--- config.mk ---
export PLATFORM = sky130hd
export DESIGN_NAME = crc32_with_zeroed_field_flat
export DESIGN_NICKNAME = d
export VERILOG_FILES = /design/src/sv/cwzf_pkg.sv /design/src/sv/cwzf_if.sv /design/src/sv/cwzf_front.sv /design/src/sv/cwzf_queue.sv /design/src/sv/cwzf_back.sv /design/src/sv/crc32_with_zeroed_field.sv /design/src/flat_wrapper.sv
export VERILOG_INCLUDE_DIRS = /design/src /design/src/sv
export SDC_FILE = /design/constraint.sdc
export NUM_CORES = 1
export LEC_CHECK = 0
export ABC_CLOCK_PERIOD_IN_PS = 3890
export BUFFER_PORTS_ARGS = -buffer_cell sky130_fd_sc_hd__buf_2
export CAP_MARGIN = 20
export CORE_MARGIN = 4
export CORE_UTILIZATION = 35
export DETAILED_ROUTE_END_ITERATION = 10
export PLACE_DENSITY_LB_ADDON = 0.1
export SYNTH_ARGS = -nofsm -noshare
export SYNTH_HDL_FRONTEND = slang
export SYNTH_SLANG_ARGS = --single-unit
--- constraint.sdc ---
create_clock -name clk -period 3.89 [get_ports clk]
set_input_delay 0.1945 -clock clk [delete_from_list [all_inputs] [get_ports clk]]
set_output_delay 0.1945 -clock clk [all_outputs]
set_load 0.01 [all_outputs]
--- src/sv/crc32_with_zeroed_field_macros.svh ---
// Assertion macros for the CRC-32 block with a zeroed checksum field.
// Used by the top level; expects clk and rst_n in the including scope.
`ifndef CRC32_WITH_ZEROED_FIELD_MACROS_SVH
`define CRC32_WITH_ZEROED_FIELD_MACROS_SVH

`ifndef SYNTH
// Check that an expression holds at every clock edge outside reset
`define CWZF_ASSERT_ALWAYS(lbl, expr) \
  lbl: assert property (@(posedge clk) disable iff (!rst_n) (expr)) \
    else $error("assertion failed: expression does not hold");
// Check that a consequent holds whenever an antecedent holds
`define CWZF_ASSERT_IMPLY(lbl, ante, cons) \
  lbl: assert property (@(posedge clk) disable iff (!rst_n) (ante) |-> (cons)) \
    else $error("assertion failed: implication violated");
`else
`define CWZF_ASSERT_ALWAYS(lbl, expr)
`define CWZF_ASSERT_IMPLY(lbl, ante, cons)
`endif

`endif

--- src/sv/cwzf_pkg.sv ---
// Package for the CRC-32 block with a zeroed checksum field.
// Holds widths, constants, the queue entry type and the byte-wide CRC update.
`timescale 1ns / 1ps

package cwzf_pkg;

  localparam int unsigned OFFSET_W = 10;
  localparam int unsigned POS_W    = 11;
  localparam int unsigned DATA_W   = 8;
  localparam int unsigned CRC_W    = 32;

  localparam logic [CRC_W-1:0] CRC_POLY     = 32'hEDB8_8320;
  localparam logic [CRC_W-1:0] CRC_ALL_ONES = 32'hFFFF_FFFF;
  localparam logic [POS_W-1:0] POS_MAX      = 11'd2047;
  localparam logic [POS_W-1:0] FIELD_LEN    = 11'd4;

  // One classified byte on its way from the front to the back
  typedef struct packed {
    logic [DATA_W-1:0] data;       // already zeroed inside the field window
    logic              restart;    // start a new checksum before this byte
    logic              last;       // emit the finished checksum after this byte
    logic              short_img;  // image ended before the window was complete
  } cwzf_item_t;

  // Queue status seen by the front and the back
  typedef struct packed {
    logic full;
    logic empty;
  } cwzf_qstat_t;

  // Reflected CRC-32 update over one byte, unrolled over its eight bits
  function automatic logic [CRC_W-1:0] crc_byte(input logic [CRC_W-1:0] crc_in,
                                                input logic [DATA_W-1:0] data);
    logic [CRC_W-1:0] c;
    c = crc_in ^ {{(CRC_W-DATA_W){1'b0}}, data};
    for (int k = 0; k < DATA_W; k++) begin
      c = c[0] ? ((c >> 1) ^ CRC_POLY) : (c >> 1);
    end
    return c;
  endfunction

endpackage

--- src/sv/cwzf_if.sv ---
// Channel interfaces for the CRC-32 block: image bytes in, checksums out.
// Depends on cwzf_pkg for the field widths.
`timescale 1ns / 1ps

interface cwzf_in_if;
  logic                        valid;
  logic                        ready;
  logic [cwzf_pkg::DATA_W-1:0] data_byte;
  logic                        first_byte;
  logic                        last_byte;

  modport source (output valid, output data_byte, output first_byte, output last_byte,
                  input ready);
  modport sink (input valid, input data_byte, input first_byte, input last_byte,
                output ready);
endinterface

interface cwzf_out_if;
  logic                       valid;
  logic                       ready;
  logic [cwzf_pkg::CRC_W-1:0] checksum;
  logic                       short_image;

  modport source (output valid, output checksum, output short_image, input ready);
  modport sink (input valid, input checksum, input short_image, output ready);
endinterface

--- src/sv/cwzf_front.sv ---
// Front end: accepts image bytes, tracks the byte position, zeroes the field
// window and computes the short-image flag. Depends on cwzf_pkg, cwzf_if.
`timescale 1ns / 1ps

module cwzf_front (
  input  logic                          clk,
  input  logic                          rst_n,
  input  logic                          cfg_we,
  input  logic [cwzf_pkg::OFFSET_W-1:0] cfg_wdata,
  cwzf_in_if.sink                       in_ch,
  input  cwzf_pkg::cwzf_qstat_t         q_stat,
  output logic                          push,
  output cwzf_pkg::cwzf_item_t          push_item
);
  import cwzf_pkg::*;

  logic [OFFSET_W-1:0] offset_r;
  logic [POS_W-1:0]    pos_r, pos_nxt;
  logic [POS_W-1:0]    pos_cur, win_start, win_end, length;
  logic                in_window;

  // Accept whenever the queue has room
  assign in_ch.ready = !q_stat.full;
  assign push        = in_ch.valid && in_ch.ready;

  // Classify the byte against the field window
  always_comb begin
    pos_cur   = in_ch.first_byte ? '0 : pos_r;
    win_start = {1'b0, offset_r};
    win_end   = win_start + FIELD_LEN;
    in_window = (pos_cur >= win_start) && (pos_cur < win_end);
    length    = (pos_cur < POS_MAX) ? pos_cur + 11'd1 : POS_MAX;

    push_item.data      = in_window ? '0 : in_ch.data_byte;
    push_item.restart   = in_ch.first_byte;
    push_item.last      = in_ch.last_byte;
    push_item.short_img = length < win_end;

    pos_nxt = pos_r;
    if (push) begin
      pos_nxt = in_ch.last_byte ? '0 : length;
    end
  end

  // Hold the offset register and the byte position
  always_ff @(posedge clk) begin
    if (!rst_n) begin
      offset_r <= '0;
      pos_r    <= '0;
    end else begin
      if (cfg_we) begin
        offset_r <= cfg_wdata;
      end
      pos_r <= pos_nxt;
    end
  end

endmodule

--- src/sv/cwzf_queue.sv ---
// Two-entry queue of classified bytes between the front and the back.
// Depends on cwzf_pkg for the entry type.
`timescale 1ns / 1ps

module cwzf_queue (
  input  logic                  clk,
  input  logic                  rst_n,
  input  logic                  push,
  input  cwzf_pkg::cwzf_item_t  push_item,
  input  logic                  pop,
  output cwzf_pkg::cwzf_item_t  head,
  output cwzf_pkg::cwzf_qstat_t stat
);
  import cwzf_pkg::*;

  cwzf_item_t  entry_r [2];
  logic        wr_ptr_r, rd_ptr_r;
  logic [1:0]  count_r;

  assign head       = entry_r[rd_ptr_r];
  assign stat.full  = count_r == 2'd2;
  assign stat.empty = count_r == 2'd0;

  // Store incoming entries; no reset on payload
  always_ff @(posedge clk) begin
    if (push) begin
      entry_r[wr_ptr_r] <= push_item;
    end
  end

  // Advance pointers and count
  always_ff @(posedge clk) begin
    if (!rst_n) begin
      wr_ptr_r <= 1'b0;
      rd_ptr_r <= 1'b0;
      count_r  <= '0;
    end else begin
      if (push) begin
        wr_ptr_r <= !wr_ptr_r;
      end
      if (pop) begin
        rd_ptr_r <= !rd_ptr_r;
      end
      case ({push, pop})
        2'b10:   count_r <= count_r + 2'd1;
        2'b01:   count_r <= count_r - 2'd1;
        default: count_r <= count_r;
      endcase
    end
  end

endmodule

--- src/sv/cwzf_back.sv ---
// Back end: runs the CRC-32 update on queued bytes and holds the finished
// checksum in an output register. Depends on cwzf_pkg, cwzf_if.
`timescale 1ns / 1ps

module cwzf_back (
  input  logic                  clk,
  input  logic                  rst_n,
  input  cwzf_pkg::cwzf_item_t  head,
  input  cwzf_pkg::cwzf_qstat_t q_stat,
  output logic                  pop,
  cwzf_out_if.source            out_ch
);
  import cwzf_pkg::*;

  logic [CRC_W-1:0] crc_r, crc_nxt;
  logic [CRC_W-1:0] crc_base, crc_new;
  logic             out_valid_r, out_valid_nxt;
  logic [CRC_W-1:0] checksum_r;
  logic             short_r;
  logic             emit;

  // Pop unless a final byte would overwrite an untaken result
  assign pop  = !q_stat.empty && (!head.last || !out_valid_r || out_ch.ready);
  assign emit = pop && head.last;

  always_comb begin
    crc_base = head.restart ? CRC_ALL_ONES : crc_r;
    crc_new  = crc_byte(crc_base, head.data);
    crc_nxt  = crc_r;
    if (pop) begin
      crc_nxt = head.last ? CRC_ALL_ONES : crc_new;
    end
    out_valid_nxt = out_valid_r && !out_ch.ready;
    if (emit) begin
      out_valid_nxt = 1'b1;
    end
  end

  // Hold the running CRC and the output valid flag
  always_ff @(posedge clk) begin
    if (!rst_n) begin
      crc_r       <= CRC_ALL_ONES;
      out_valid_r <= 1'b0;
    end else begin
      crc_r       <= crc_nxt;
      out_valid_r <= out_valid_nxt;
    end
  end

  // Load the result payload on a final byte
  always_ff @(posedge clk) begin
    if (emit) begin
      checksum_r <= crc_new ^ CRC_ALL_ONES;
      short_r    <= head.short_img;
    end
  end

  assign out_ch.valid       = out_valid_r;
  assign out_ch.checksum    = checksum_r;
  assign out_ch.short_image = short_r;

endmodule

--- src/sv/crc32_with_zeroed_field.sv ---
// Reflected CRC-32 (polynomial 0xEDB88320, init and final XOR all ones) over
// an image streamed one byte per transaction, with the four bytes at
// cfg_wdata's offset fed in as zeros. Throughput is one byte per clock when
// neither side stalls: the eight-bit CRC update is unrolled in the back end,
// and a two-entry queue between front and back lets input and output stall
// apart. The result of a last byte passes through the queue entry and then
// into an output register, where it is held until taken. No clearing pass
// follows reset. Write the offset only while no image is in flight.
`timescale 1ns / 1ps
`include "crc32_with_zeroed_field_macros.svh"

module crc32_with_zeroed_field (
  input  logic                          clk,
  input  logic                          rst_n,
  input  logic                          cfg_we,
  input  logic [cwzf_pkg::OFFSET_W-1:0] cfg_wdata,
  cwzf_in_if.sink                       in_ch,
  cwzf_out_if.source                    out_ch
);
  import cwzf_pkg::*;

  logic        push, pop;
  cwzf_item_t  push_item, q_head;
  cwzf_qstat_t q_stat;

  cwzf_front u_front (
    .clk       (clk),
    .rst_n     (rst_n),
    .cfg_we    (cfg_we),
    .cfg_wdata (cfg_wdata),
    .in_ch     (in_ch),
    .q_stat    (q_stat),
    .push      (push),
    .push_item (push_item)
  );

  cwzf_queue u_queue (
    .clk       (clk),
    .rst_n     (rst_n),
    .push      (push),
    .push_item (push_item),
    .pop       (pop),
    .head      (q_head),
    .stat      (q_stat)
  );

  cwzf_back u_back (
    .clk    (clk),
    .rst_n  (rst_n),
    .head   (q_head),
    .q_stat (q_stat),
    .pop    (pop),
    .out_ch (out_ch)
  );

  // Never pop an empty queue
  `CWZF_ASSERT_IMPLY(a_no_pop_empty, pop, !q_stat.empty)
  // A final byte pops only when the output slot is free or being taken
  `CWZF_ASSERT_IMPLY(a_last_slot_free, pop && q_head.last, !out_ch.valid || out_ch.ready)
  // A full queue blocks the input
  `CWZF_ASSERT_IMPLY(a_full_blocks_in, q_stat.full, !in_ch.ready)

endmodule
--- src/flat_wrapper.sv ---
// flat-port wrapper written by rule: the top's interface ports become plain ports
module crc32_with_zeroed_field_flat import cwzf_pkg::*;
  (clk, rst_n, cfg_we, cfg_wdata, in_ch_valid, in_ch_data_byte, in_ch_first_byte, in_ch_last_byte, in_ch_ready, out_ch_valid, out_ch_checksum, out_ch_short_image, out_ch_ready);
  cwzf_in_if in_ch_i ();
  cwzf_out_if out_ch_i ();
  input  logic clk;
  input  logic rst_n;
  input  logic cfg_we;
  input  logic [cwzf_pkg::OFFSET_W-1:0] cfg_wdata;
  input wire logic [$bits(in_ch_i.valid)-1:0] in_ch_valid;
  input wire logic [$bits(in_ch_i.data_byte)-1:0] in_ch_data_byte;
  input wire logic [$bits(in_ch_i.first_byte)-1:0] in_ch_first_byte;
  input wire logic [$bits(in_ch_i.last_byte)-1:0] in_ch_last_byte;
  output wire logic [$bits(in_ch_i.ready)-1:0] in_ch_ready;
  output wire logic [$bits(out_ch_i.valid)-1:0] out_ch_valid;
  output wire logic [$bits(out_ch_i.checksum)-1:0] out_ch_checksum;
  output wire logic [$bits(out_ch_i.short_image)-1:0] out_ch_short_image;
  input wire logic [$bits(out_ch_i.ready)-1:0] out_ch_ready;
  assign in_ch_i.valid = in_ch_valid;
  assign in_ch_i.data_byte = in_ch_data_byte;
  assign in_ch_i.first_byte = in_ch_first_byte;
  assign in_ch_i.last_byte = in_ch_last_byte;
  assign in_ch_ready = in_ch_i.ready;
  assign out_ch_valid = out_ch_i.valid;
  assign out_ch_checksum = out_ch_i.checksum;
  assign out_ch_short_image = out_ch_i.short_image;
  assign out_ch_i.ready = out_ch_ready;
  crc32_with_zeroed_field u_core (.clk(clk), .rst_n(rst_n), .cfg_we(cfg_we), .cfg_wdata(cfg_wdata), .in_ch(in_ch_i), .out_ch(out_ch_i));
endmodule
* Word level (Yosys, flattened, before mapping)
Memories as Yosys holds them, arrays and structs flattened. A register that Yosys moved wholly into a read port is not among the register bits. Index checks and enable logic that the tools add are counted.
Word-level totals: register bits after elaboration 91, memories kept 1, RAM bits 22, bits of input ports 25
Memories:
- u_core.u_queue.entry_r | depth 2, bits a word 11, read ports 1, clocked after Yosys merged registers in 1, wr ports 1, line cwzf_queue.sv:16 | cwzf_item_t entry_r [2];
Operators by class: bitwise logic cells 10, $add $sub $neg 4, order comparisons 4, reductions and logical operators 16, equal/unequal tests 3, multiplexer cells 20
Operators with widths (count):
- $mux 32 | 10
- $not 13->14 | 8
- $mux 11 | 3
- $not 32->32 | 1
- $xor 32x8->32 | 1
- $lt 11x11->1 | 2
- $add 10x3->11 const B | 1
- $add 11x1->11 const B | 1
- $ge 11x10->1 | 1
- $lt 11x11->1 const B | 1
- $mux 8 | 1
- $logic_not 1->1 | 7
- $logic_and 1x1->1 | 5
- $mux 1 | 5
- $eq 2x2->1 const B | 2
- $pmux 2 s2 | 1
- $add 2x1->2 const B | 1
- $eq 2x1->1 const B | 1
- $logic_not 2->1 | 1
- $logic_or 1x1->1 | 2
- $reduce_bool 2->1 | 1
- $sub 2x1->2 const B | 1

* Logic depth before layout (Yosys ltp)
depth after elaboration 19, mapped depth 12, gate-level depth less buffers 12

* By module
From an unflattened synthesis, not the netlist that was laid out.
Second synthesis, totals: cells, all modules 633, area total of the unflattened synthesis 6458.7 um2
Modules (own cells, without submodules):
- cwzf_back | cells an instance 337, instances 1, area an instance 3457.1 um2, sequential area each 1651.6 um2
- cwzf_front | cells an instance 240, instances 1, area an instance 1995.7 um2, sequential area each 420.4 um2
- cwzf_queue | cells an instance 56, instances 1, area an instance 1006.0 um2, sequential area each 760.7 um2

* Worst setup path after synthesis
OpenSTA, ideal clock, no wires.
path kind register to register, start register (tool-made name), end register u_core.u_back.crc_r[24], path slack 760 ps, required time 3810 ps, stages on the path, launching flop included 10, data arrival time 3050 ps, path buffers 4, path through dfxtp_1 -> buf_6 -> buf_6 -> mux2i_1 -> o22ai_1 -> nor2_1 -> nor2b_1 -> clkbuf_1 -> clkbuf_1 -> a22oi_1
RTL lines:
- end signal: assignment | line cwzf_back.sv:45 | crc_r <= crc_nxt;
- end: declaration | line cwzf_back.sv:15 | logic [CRC_W-1:0] crc_r, crc_nxt;

==> results.toml <==
[placement]
place_ws_ns = 0.817
gp_congestion = 0.851
place_inst = 807
port_buffers = 59
dp_hpwl_mm = 10.1

[global_routing]
overflow = 0
grt_usage = 0.149
grt_pass1_wl_mm = 22.7
grt_max_degree = 33
grt_pass1_vias = 4178
grt_antenna_before_repair = 0

[timing]
setup_viol = 0
grt_setup_unrepaired = "no"
slew_headroom = 0.357
fin_ws_ns = 0.859
slew_violations = 0
period_share = 0.779
hold_viol_final = 0
worstMarginPinSlew_ns = 0.962
fin_skew_ns = 0.00622
setup_tns_ns = 0
fin_crit_ns = 3.03
fmax_mhz = 330

[clock_tree]
cts_max_path_buffers = 2
clock_latency_ns = 0.41
cts_resized = 0
tritoncts = "done"
cts_buffers = 17
cts_sinks = 114
root_buffer = "clkbuf_16"
h-tree-depth = 4
cts.clk_slew.worst_paths_ns = 0.06

[flow_run]
max-cap-violations = 0

[die]
die_w_um = 138
die_y_um = 138
start_util = 0.358
coreArea_sq_um = 16600
io_pins = 60
die-area_sq_um = 19200
row_count = 47

[power_and_ir_drop]
irDropWorstVdd_uv = 443
p_total_mw = 6.44
p_leak_nw = 2.79
power_density_nw_per_um2 = 905

[logic_synthesis]
ys_seq_elements = 114
synth_edf_count = 55
synth_ff_type = "dfxtp_1"
async_flop_share = 0
synth.top_cell.area_share = 0.277
syn_inst = 550
syn_avg_cell_area_sq_um = 10.8
syn_area_sq_um = 5960
syn_nets = 605
ys_top_cells_by_area = "edfxtp_1, dfxtp_1, xnor2_1"
ys_types = 47
yosysSeqAreaShare = 0.475
yosysWarnings = 0
synth.largest_area_cell = "edfxtp_1"

[cells_and_area]
regArea_sq_um = 2830
multi_input_area_sq_um = 2940
drive_gt1_frac = 0.190
final_nets = 662
syn_to_final_growth_pct = 19.5
n_antenna_cell = 0
final_cell_count_no_fill = 840
layout_common_cells = "dfxtp_1, buf_2, nor2_1"
fillerInstances = 1581
fin_util = 0.428

[critical_path]
crit_arrival_ns = 3.23
ff2ff_setup_slack_ns = 0.86
endpoint_kind = "register"
crit_path_start_kind = "register"
crit_required_ns = 4.09
path_class = "register to register"
worstPathMaxFanout = 9

[route]
drt_pass1_iterations = 5
wl_per_cell_um = 16.5
routed_via_density = 4.78
drtIter0Drc = 221
vias = 4011
route.detailed.drc = 0
wl_mm = 13.8
ant_nets = 0

[outcome]
status = "finished clean"

[worst_hold_path]
hp-class = "input pin to register"
sequential cells by signal, indices dropped and copies added (netlist names), named ones only:
register,count
u_core.u_queue.count_r,2
u_core.u_front.pos_r,11
u_core.u_front.offset_r,10
u_core.u_back.out_ch.valid,1
u_core.u_queue.entry_r,22
u_core.u_back.out_ch.checksum,32
u_core.u_back.out_ch.short_image,1
u_core.u_queue.wr_ptr_r,1
u_core.u_queue.rd_ptr_r,1
u_core.u_back.crc_r,32
Yosys cell counts, types with 5 or more instances:
cell type / count
nand2b_1: 7
o21ai_0: 16
nand2_1: 22
nand3_1: 7
xnor2_1: 45
edfxtp_1: 55
o211ai_1: 14
clkbuf_1: 18
nor2_1: 57
xor2_1: 25
xor2_2: 5
and2_1: 5
a22oi_1: 37
inv_1: 13
a21o_1: 10
o22a_2: 5
nor2b_1: 44
a21oi_1: 9
dfxtp_1: 59
mux2i_1: 19
ha_1: 30
through the flow:
stage	hold WS [ns]	cell area, sq um
floorplan	0.293	5960
global placement	0.409	6430
detailed placement	0.412	6450
CTS	0.0145	7120
global route	0.0386	7120
finish	0.0354	7120
cell type report:
cell class | instances | area share
Clock buffer | 18 | 0.0617
Clock inverter | 14 | 0.0316
Inverter | 13 | 0.00685
Multi-Input combinational cell | 395 | 0.413
Sequential cell | 114 | 0.398
Tap cell | 220 | 0.0387
Timing Repair Buffer | 66 | 0.0502
worst max-delay path, cell delays in order, from the launching register on:
cell	delay (ns)
dfxtp_1	0.42
and3_1	0.25
and3_1	0.28
nand3_1	0.29
o21ai_0	0.23
ha_1	0.30
a21o_1	0.16
a21o_1	0.17
a21oi_1	0.14
nor2b_1	0.05
o21ai_0	0.17
a21oi_1	0.09
a211oi_1	0.27
layer usage:
metal  share of wire  routed length [um]  vias to the layer above  track usage
met2            0.45                6170                       77        0.228
li1                -                   -                     2055            -
met5               0                   0                        -            0
met4           0.012                 163                        0       0.0489
met3           0.038                 523                       13       0.0404
met1            0.50                6960                     1866        0.206
logic make-up after synthesis:
group,synth area share
simple gates,0.132
compound gates,0.125
mux,0.0376
xor+xnor,0.130
flops,0.475
fa+ha+maj,0.0663
buf+inv,0.0336
final timing paths:
path,start,end,cells past startpoint
worst max register to register,u_core.u_front.pos_r[0],u_core.u_queue.entry_r[0][0],12
worst max-delay path,u_core.u_front.pos_r[0],u_core.u_queue.entry_r[0][0],12
worst min register to register,u_core.u_back.crc_r[31],u_core.u_back.crc_r[31],2
worst min-delay path,cfg_wdata[0],u_core.u_front.offset_r[0],3
power by group:
| group | total (mW) | switching [mW] | internal, mW |
|---|---|---|---|
| clock | 1.75 | 0.583 | 1.16 |
| combinational | 2.66 | 1.65 | 1.01 |
| sequential | 2.04 | 0.169 | 1.87 |
timing repair:
item | CTS | global route
setup buffers | 0 | 0
endpoints found under the hold margin | 2 | 0
hold buffers | 1 | 0
Note: power is estimated with default switching activity, not from simulation.
